### src/hdl/chunked_voxel_store_macros.svh
// Assertion macros used by the voxel store datapath.
`ifndef CHUNKED_VOXEL_STORE_MACROS_SVH
`define CHUNKED_VOXEL_STORE_MACROS_SVH

// Same-cycle implication, checked outside reset.
`define CVS_ASSERT_NOW(label, clk, rst, ante, cons, msg) \
   label: assert property (@(posedge clk) disable iff (rst) (ante) |-> (cons)) \
      else $error(msg);

// Next-cycle implication, checked outside reset.
`define CVS_ASSERT_NEXT(label, clk, rst, ante, cons, msg) \
   label: assert property (@(posedge clk) disable iff (rst) (ante) |=> (cons)) \
      else $error(msg);

`endif

### src/hdl/cvs_pkg.sv
// Shared constants, codes and control types of the chunked voxel store.
`timescale 1ns / 1ps
`default_nettype none
package cvs_pkg;

   localparam int COORD_BITS      = 16;
   localparam int KIND_FIELD_BITS = 8;

   localparam int CHUNK_EDGE = 16;
   localparam int OFF_BITS   = $clog2(CHUNK_EDGE);
   localparam int CHUNK_BITS = COORD_BITS - OFF_BITS;
   localparam int TAG_BITS   = 3 * CHUNK_BITS;

   localparam int MAX_CHUNKS = 16;
   localparam int SLOT_BITS  = (MAX_CHUNKS > 1) ? $clog2(MAX_CHUNKS) : 1;
   localparam int USED_BITS  = $clog2(MAX_CHUNKS + 1);

   localparam int KIND_BITS = 8;
   localparam int ADDR_BITS = SLOT_BITS + 3 * OFF_BITS;

   localparam logic FUNC_READ   = 1'b0;
   localparam logic FUNC_WRITE  = 1'b1;
   localparam logic STATUS_DONE = 1'b0;
   localparam logic STATUS_FULL = 1'b1;

   // Commands from the controller to the datapath.
   typedef struct packed {
      logic clear_step;
      logic capture;
      logic lookup;
      logic finish;
   } cvs_cmd_type;

   // Status from the datapath to the controller.
   typedef struct packed {
      logic clear_last;
      logic out_free;
   } cvs_stat_type;

endpackage
`default_nettype wire

### src/hdl/cvs_ctrl.sv
// Sequencing state machine of the chunked voxel store.
`timescale 1ns / 1ps
`default_nettype none
module cvs_ctrl (
   input  wire                  clock,
   input  wire                  reset,
   input  wire                  req_valid,
   output logic                 req_ready,
   input  cvs_pkg::cvs_stat_type stat,
   output cvs_pkg::cvs_cmd_type  cmd
);
   import cvs_pkg::*;

   localparam logic [1:0] ST_CLEAR  = 2'd0;
   localparam logic [1:0] ST_IDLE   = 2'd1;
   localparam logic [1:0] ST_LOOKUP = 2'd2;
   localparam logic [1:0] ST_FINISH = 2'd3;

   logic [1:0] state_ff;
   logic [1:0] state_in;

   always_comb begin
      req_ready = (state_ff == ST_IDLE) || ((state_ff == ST_FINISH) && stat.out_free);
      cmd.clear_step = (state_ff == ST_CLEAR);
      cmd.capture    = req_valid && req_ready;
      cmd.lookup     = (state_ff == ST_LOOKUP);
      cmd.finish     = (state_ff == ST_FINISH) && stat.out_free;
   end

   always_comb begin
      state_in = state_ff;
      case (state_ff)
         ST_CLEAR: begin
            if (stat.clear_last) begin
               state_in = ST_IDLE;
            end
         end
         ST_IDLE: begin
            if (cmd.capture) begin
               state_in = ST_LOOKUP;
            end
         end
         ST_LOOKUP: begin
            state_in = ST_FINISH;
         end
         ST_FINISH: begin
            if (stat.out_free) begin
               state_in = cmd.capture ? ST_LOOKUP : ST_IDLE;
            end
         end
         default: begin
            state_in = ST_CLEAR;
         end
      endcase
   end

   always_ff @(posedge clock) begin
      if (reset) begin
         state_ff <= ST_CLEAR;
      end else begin
         state_ff <= state_in;
      end
   end

endmodule
`default_nettype wire

### config.mk
export PLATFORM = sky130hd
export DESIGN_NAME = cvs_ctrl
export DESIGN_NICKNAME = d
export VERILOG_FILES = /design/src/hdl/chunked_voxel_store_macros.svh /design/src/hdl/cvs_pkg.sv /design/src/hdl/cvs_ctrl.sv
export SDC_FILE = /design/constraint.sdc
export NUM_CORES = 1
export LEC_CHECK = 0
export ABC_AREA = 1
export BUFFER_PORTS_ARGS = -buffer_cell sky130_fd_sc_hd__buf_2
export CORE_AREA = 4 4 41 43
export DETAILED_ROUTE_END_ITERATION = 8
export DIE_AREA = 0 0 45 47
export HOLD_SLACK_MARGIN = 0.1
export PLACE_DENSITY_LB_ADDON = 0.05
export SLEW_MARGIN = 15
export SYNTH_ARGS = -nofsm -noshare
export SYNTH_HDL_FRONTEND = slang
export SYNTH_SLANG_ARGS = --single-unit
### constraint.sdc
create_clock -name clock -period 1.3 [get_ports clock]
set_input_delay 0.13 -clock clock [delete_from_list [all_inputs] [get_ports clock]]
set_output_delay 0.13 -clock clock [all_outputs]
set_load 0.01 [all_outputs]
After elaboration in Yosys (flattened, before gate mapping)
Cells that the tools add are included.

Flip-flop bits (word level): 2. Word-level logic and storage cells: 17. Bits in latches: 0. Output and inout bits: 5. Bits in read-only memories: 0. Memories kept: 0. Bits of input ports: 5. Memory bits (writable): 0.

$lt $le $gt $ge: 0. Bitwise operators: 0. Divide/modulo/power cells: 0. Multiply operators: 0. Reduce and logical (&&, ||, !) cells: 5. Shift operators: 0. Equality and inequality tests: 6. Multiplexer cells: 5. Add/sub/neg operators: 0.

Operators by type and width (number): $mux W2 (4); $pmux W2 S4 (1); $ne A2 B2 Y1 const B (3); $eq A2 B2 Y1 const B (2); $reduce_and A3 Y1 (1); $eq A2 B1 Y1 const B (1); $logic_and A1 B1 Y1 (2); $logic_not A2 Y1 (1); $logic_or A1 B1 Y1 (1).

Depth between registers and ports, before layout
Depth in word-level cells: 7. Depth in mapped cells: 6. Mapped depth without buffers: 6.

Worst setup path before layout
No wires, ideal clock.

Path type: reg2reg. Start: register state_ff[0]. End: register state_ff[0]. Required time: 1.185 ns. Path slack: 0.326 ns. Cell stages (with the launch flop): 6. Period minus slack after synthesis: 0.974 ns. Buffers on the path: 0. Setup time: 0.115 ns. Arrival time: 0.859 ns. Cells stage by stage: dfxtp_1 > nand3_1 > nand2_1 > nand2_1 > a31oi_1 > nor2_1.

Longest elaborated chain between the ends: 7. Elaborated cells on any way between the ends: 14.

Ends and longest elaborated chain: from (decl) (RTL line cvs_ctrl.sv:19) `logic [1:0] state_ff;`; from (signal assigned) (RTL line cvs_ctrl.sv:61) `state_ff <= state_in;`; $eq A2 B2 Y1 (RTL line cvs_ctrl.sv:23) `req_ready = (state_ff == ST_IDLE) || ((state_ff == ST_FINISH) && stat.out_free);`; $logic_and A1 B1 Y1 (RTL line cvs_ctrl.sv:23); $logic_or A1 B1 Y1 (*) (RTL line cvs_ctrl.sv:23); net req_ready (RTL line cvs_ctrl.sv:8) `output logic req_ready,`; $logic_and A1 B1 Y1 (*) (RTL line cvs_ctrl.sv:25) `cmd.capture = req_valid && req_ready;`; $mux W2 (RTL line cvs_ctrl.sv:48) `state_in = cmd.capture ? ST_LOOKUP : ST_IDLE;`; $mux W2 (RTL line cvs_ctrl.sv:47) `if (stat.out_free) begin`; $pmux W2 S4 (RTL line cvs_ctrl.sv:32) `case (state_ff)`.

The timed path passes the listed nets; every way through them passes the cells marked *. The select of a mux whose other input is x is not followed. A chain may end at the register's enable or synchronous reset.

==> flow_metrics.env <==
export IMPL_status="finished clean"
export IMPL_syn_area_per_cell_um2=5.53
export IMPL_rsz0062_at_grt="no"
export IMPL_worstHoldStart="stat[0]"
export IMPL_worstReg2RegEnd="state_ff[0]"
export IMPL_netlist_area_um2=144
export IMPL_fmax_ghz=0.858
export IMPL_drc=0
export IMPL_hold_class="in -> reg"
export IMPL_largest_reg_flops=2
export IMPL_cpPeakStageDelay_ps=360
export IMPL_finalSetupTns_ps=0
export IMPL_syn_num_nets=31
export IMPL_relSlewSlack_pct=89.3
export IMPL_drive_above_1_share_pct=38.5
export IMPL_endpoint_kind="output pin"
export IMPL_cp_required_ps=1170
export IMPL_fp_dieH_um=47
export IMPL_reg_top3="state_ff: 2 flops"
export IMPL_grt_pass1_wl_um=738
export IMPL_gp_congestion=0.668
export IMPL_initial_core_util_pct=11.1
export IMPL_crit_type="reg -> out"
export IMPL_synth_xor_area_share_pct=0
export IMPL_min_path_cells=4
export IMPL_slew_viol_final=0
export IMPL_pwr_density_cell_mw_per_mm2=1460
export IMPL_die_area_mm2=0.00212
export IMPL_crit_fanout=6
export IMPL_drtIter0Drc=0
export IMPL_cts_tree="built"
export IMPL_netlist_instances=26
export IMPL_grt_overflow_total=0
export IMPL_p_leak_nw=0.156
export IMPL_worstPathArrival_ps=1040
export IMPL_synth_seq_cells=2
export IMPL_via_per_inst=3.69
export IMPL_ff2ff_setup_slack_ps=380
export IMPL_coreArea_mm2=0.00130
export IMPL_cts_buffer_depth=2
export IMPL_cts_buffers=3
export IMPL_largest_register="state_ff"
export IMPL_skew_ps=3.54
export IMPL_multi_input_area_um2=73.8
export IMPL_io_buffers=9
export IMPL_holdPathEnd="state_ff[1]"
export IMPL_dp_hpwl_um=360
export IMPL_cap_violations=0
export IMPL_ant_nets=0
export IMPL_routed_wl_um=417
export IMPL_grt_max_degree=7
export IMPL_cp_slowest_cell="dfxtp_2"
export IMPL_synth_compound_gate_area_share_pct=11.3
export IMPL_antenna_cells=0
export IMPL_tightestPinTransition_ps=159
export IMPL_boundaryPins=10
export IMPL_regArea_um2=42.5
export IMPL_setup_viol=0
export IMPL_via_count=199
export IMPL_drt_first_pass_iters=1
export IMPL_grt_pass1_vias=189
export IMPL_nets=46
export IMPL_finalHoldViolCount=0
export IMPL_area_growth_pct=68.7
export IMPL_crit_reg2reg_launch="state_ff[0]"
export IMPL_final_cell_mix="9 x buf_2, 8 x inv_1, 5 x nand2_1"
export IMPL_htreeDepth=1
export IMPL_pre_cts_ws_ps=290
export IMPL_yosysUniqueCellTypes=10
export IMPL_ir_drop_v=0.000260
export IMPL_rows=13
export IMPL_ff2ff_path_depth=5
export IMPL_critical_path_startpoint_type="flop"
export IMPL_fin_util_pct=18.7
export IMPL_synthMuxAreaShare_pct=0
export IMPL_die_w_um=45
export IMPL_post_drt_wl_per_cell_um=7.72
export IMPL_synth_top_family_by_area="simple AND/OR/NAND/NOR gates"
export IMPL_nFillCells=171
export IMPL_final_common_cell="buf_2"
export IMPL_clock_sinks=2
export IMPL_setup_ws_ps=134
export IMPL_grt_antenna_before_repair=0
export IMPL_period_needed_ps=1170
export IMPL_cp_cell_sequence="inv_1 > nand2_2 > nand2_1 > nand2_1 > inv_1 > buf_2"
export IMPL_globalRouteTotalUtil_pct=5.36
export IMPL_synthAdderAreaFrac_pct=0
export IMPL_cts_clk_slew_worst_paths_ps=30
export IMPL_clk_latency_ps=220
export IMPL_fin_crit_sh_pct=89.7
export IMPL_yosysSeqAreaShare_pct=27.8
export IMPL_cts_root_buffer="clkbuf_4"
export IMPL_yosys_warnings=0
export IMPL_yosys_area_share_simple_pct=40.0
per-stage QoR:
step	cell area [um2]	hold WS, ps	instances	power [W]
4_1_cts	240	243	54	0.000361
6_report	243	243	54	0.000354
3_5_place_dp	208	310	50	0.000217
3_3_place_gp	208	308	50	0.000221
5_1_grt	243	255	54	0.000390
2_1_floorplan	144	199	26	0.000168
timing repair:
action	4_1_cts	5_1_grt
hold buffers	1	0
setup endpoints to repair	0	1
resized for setup	0	2
setup buffers	0	0
endpoints found under the hold margin	2	0
how the worst max path moves through the flow:
stage / startpoint / endpoint / slack [ps]
finish: state_ff[1] / cmd[2] / 130
global placement: state_ff[1] / cmd[2] / 280
floorplan: state_ff[0] / state_ff[0] / 330
detailed placement: state_ff[1] / cmd[2] / 290
CTS: state_ff[1] / cmd[2] / 50
global route: state_ff[1] / cmd[2] / 30
per-layer routing:
metal	part of all wire, %	GRT usage (%)	up-vias
li1	-	-	107
met1	41	5.43	83
met2	47	7.06	7
met3	10	2.68	2
met4	1.9	7.02	0
met5	0	0	-
cell families (layout without fill, tap and decap cells):
group | after synthesis | in the layout
AO/OA/AOI/OAI | 3 | 3
buffers and inverters | 8 | 21
flip-flops | 2 | 2
AND/OR/NAND/NOR | 13 | 13
synthesized netlist by cell type:
master   n  area share, %
o21ai_1  1            3.5
nand4_1  1            4.4
nand2_1  5             13
inv_1    8             21
nor2_1   3            7.8
a21oi_1  1            3.5
dfxtp_1  2             28
a31oi_1  1            4.4
nand3_1  3             10
nand2_2  1            4.4
where the power goes:
part,switching (W),internal (W)
clock network,0.0000350,0.000102
logic,0.0000702,0.0000531
registers,0.0000178,0.0000765
final cells by class:
class,count,area share [%]
inverters,8,12.4
clock buffers,3,9.28
multi-input cells,16,30.4
flip-flops and latches,2,17.5
repair buffers,10,22.7
well taps,15,7.73
worst max-delay path, delay by kind of cell, from the launching register on:
family	cells	cell delay [ps]
flops	1	360
simple gates	3	230
buf+inv	3	230
No activity file was read; power rests on OpenSTA's default activity.
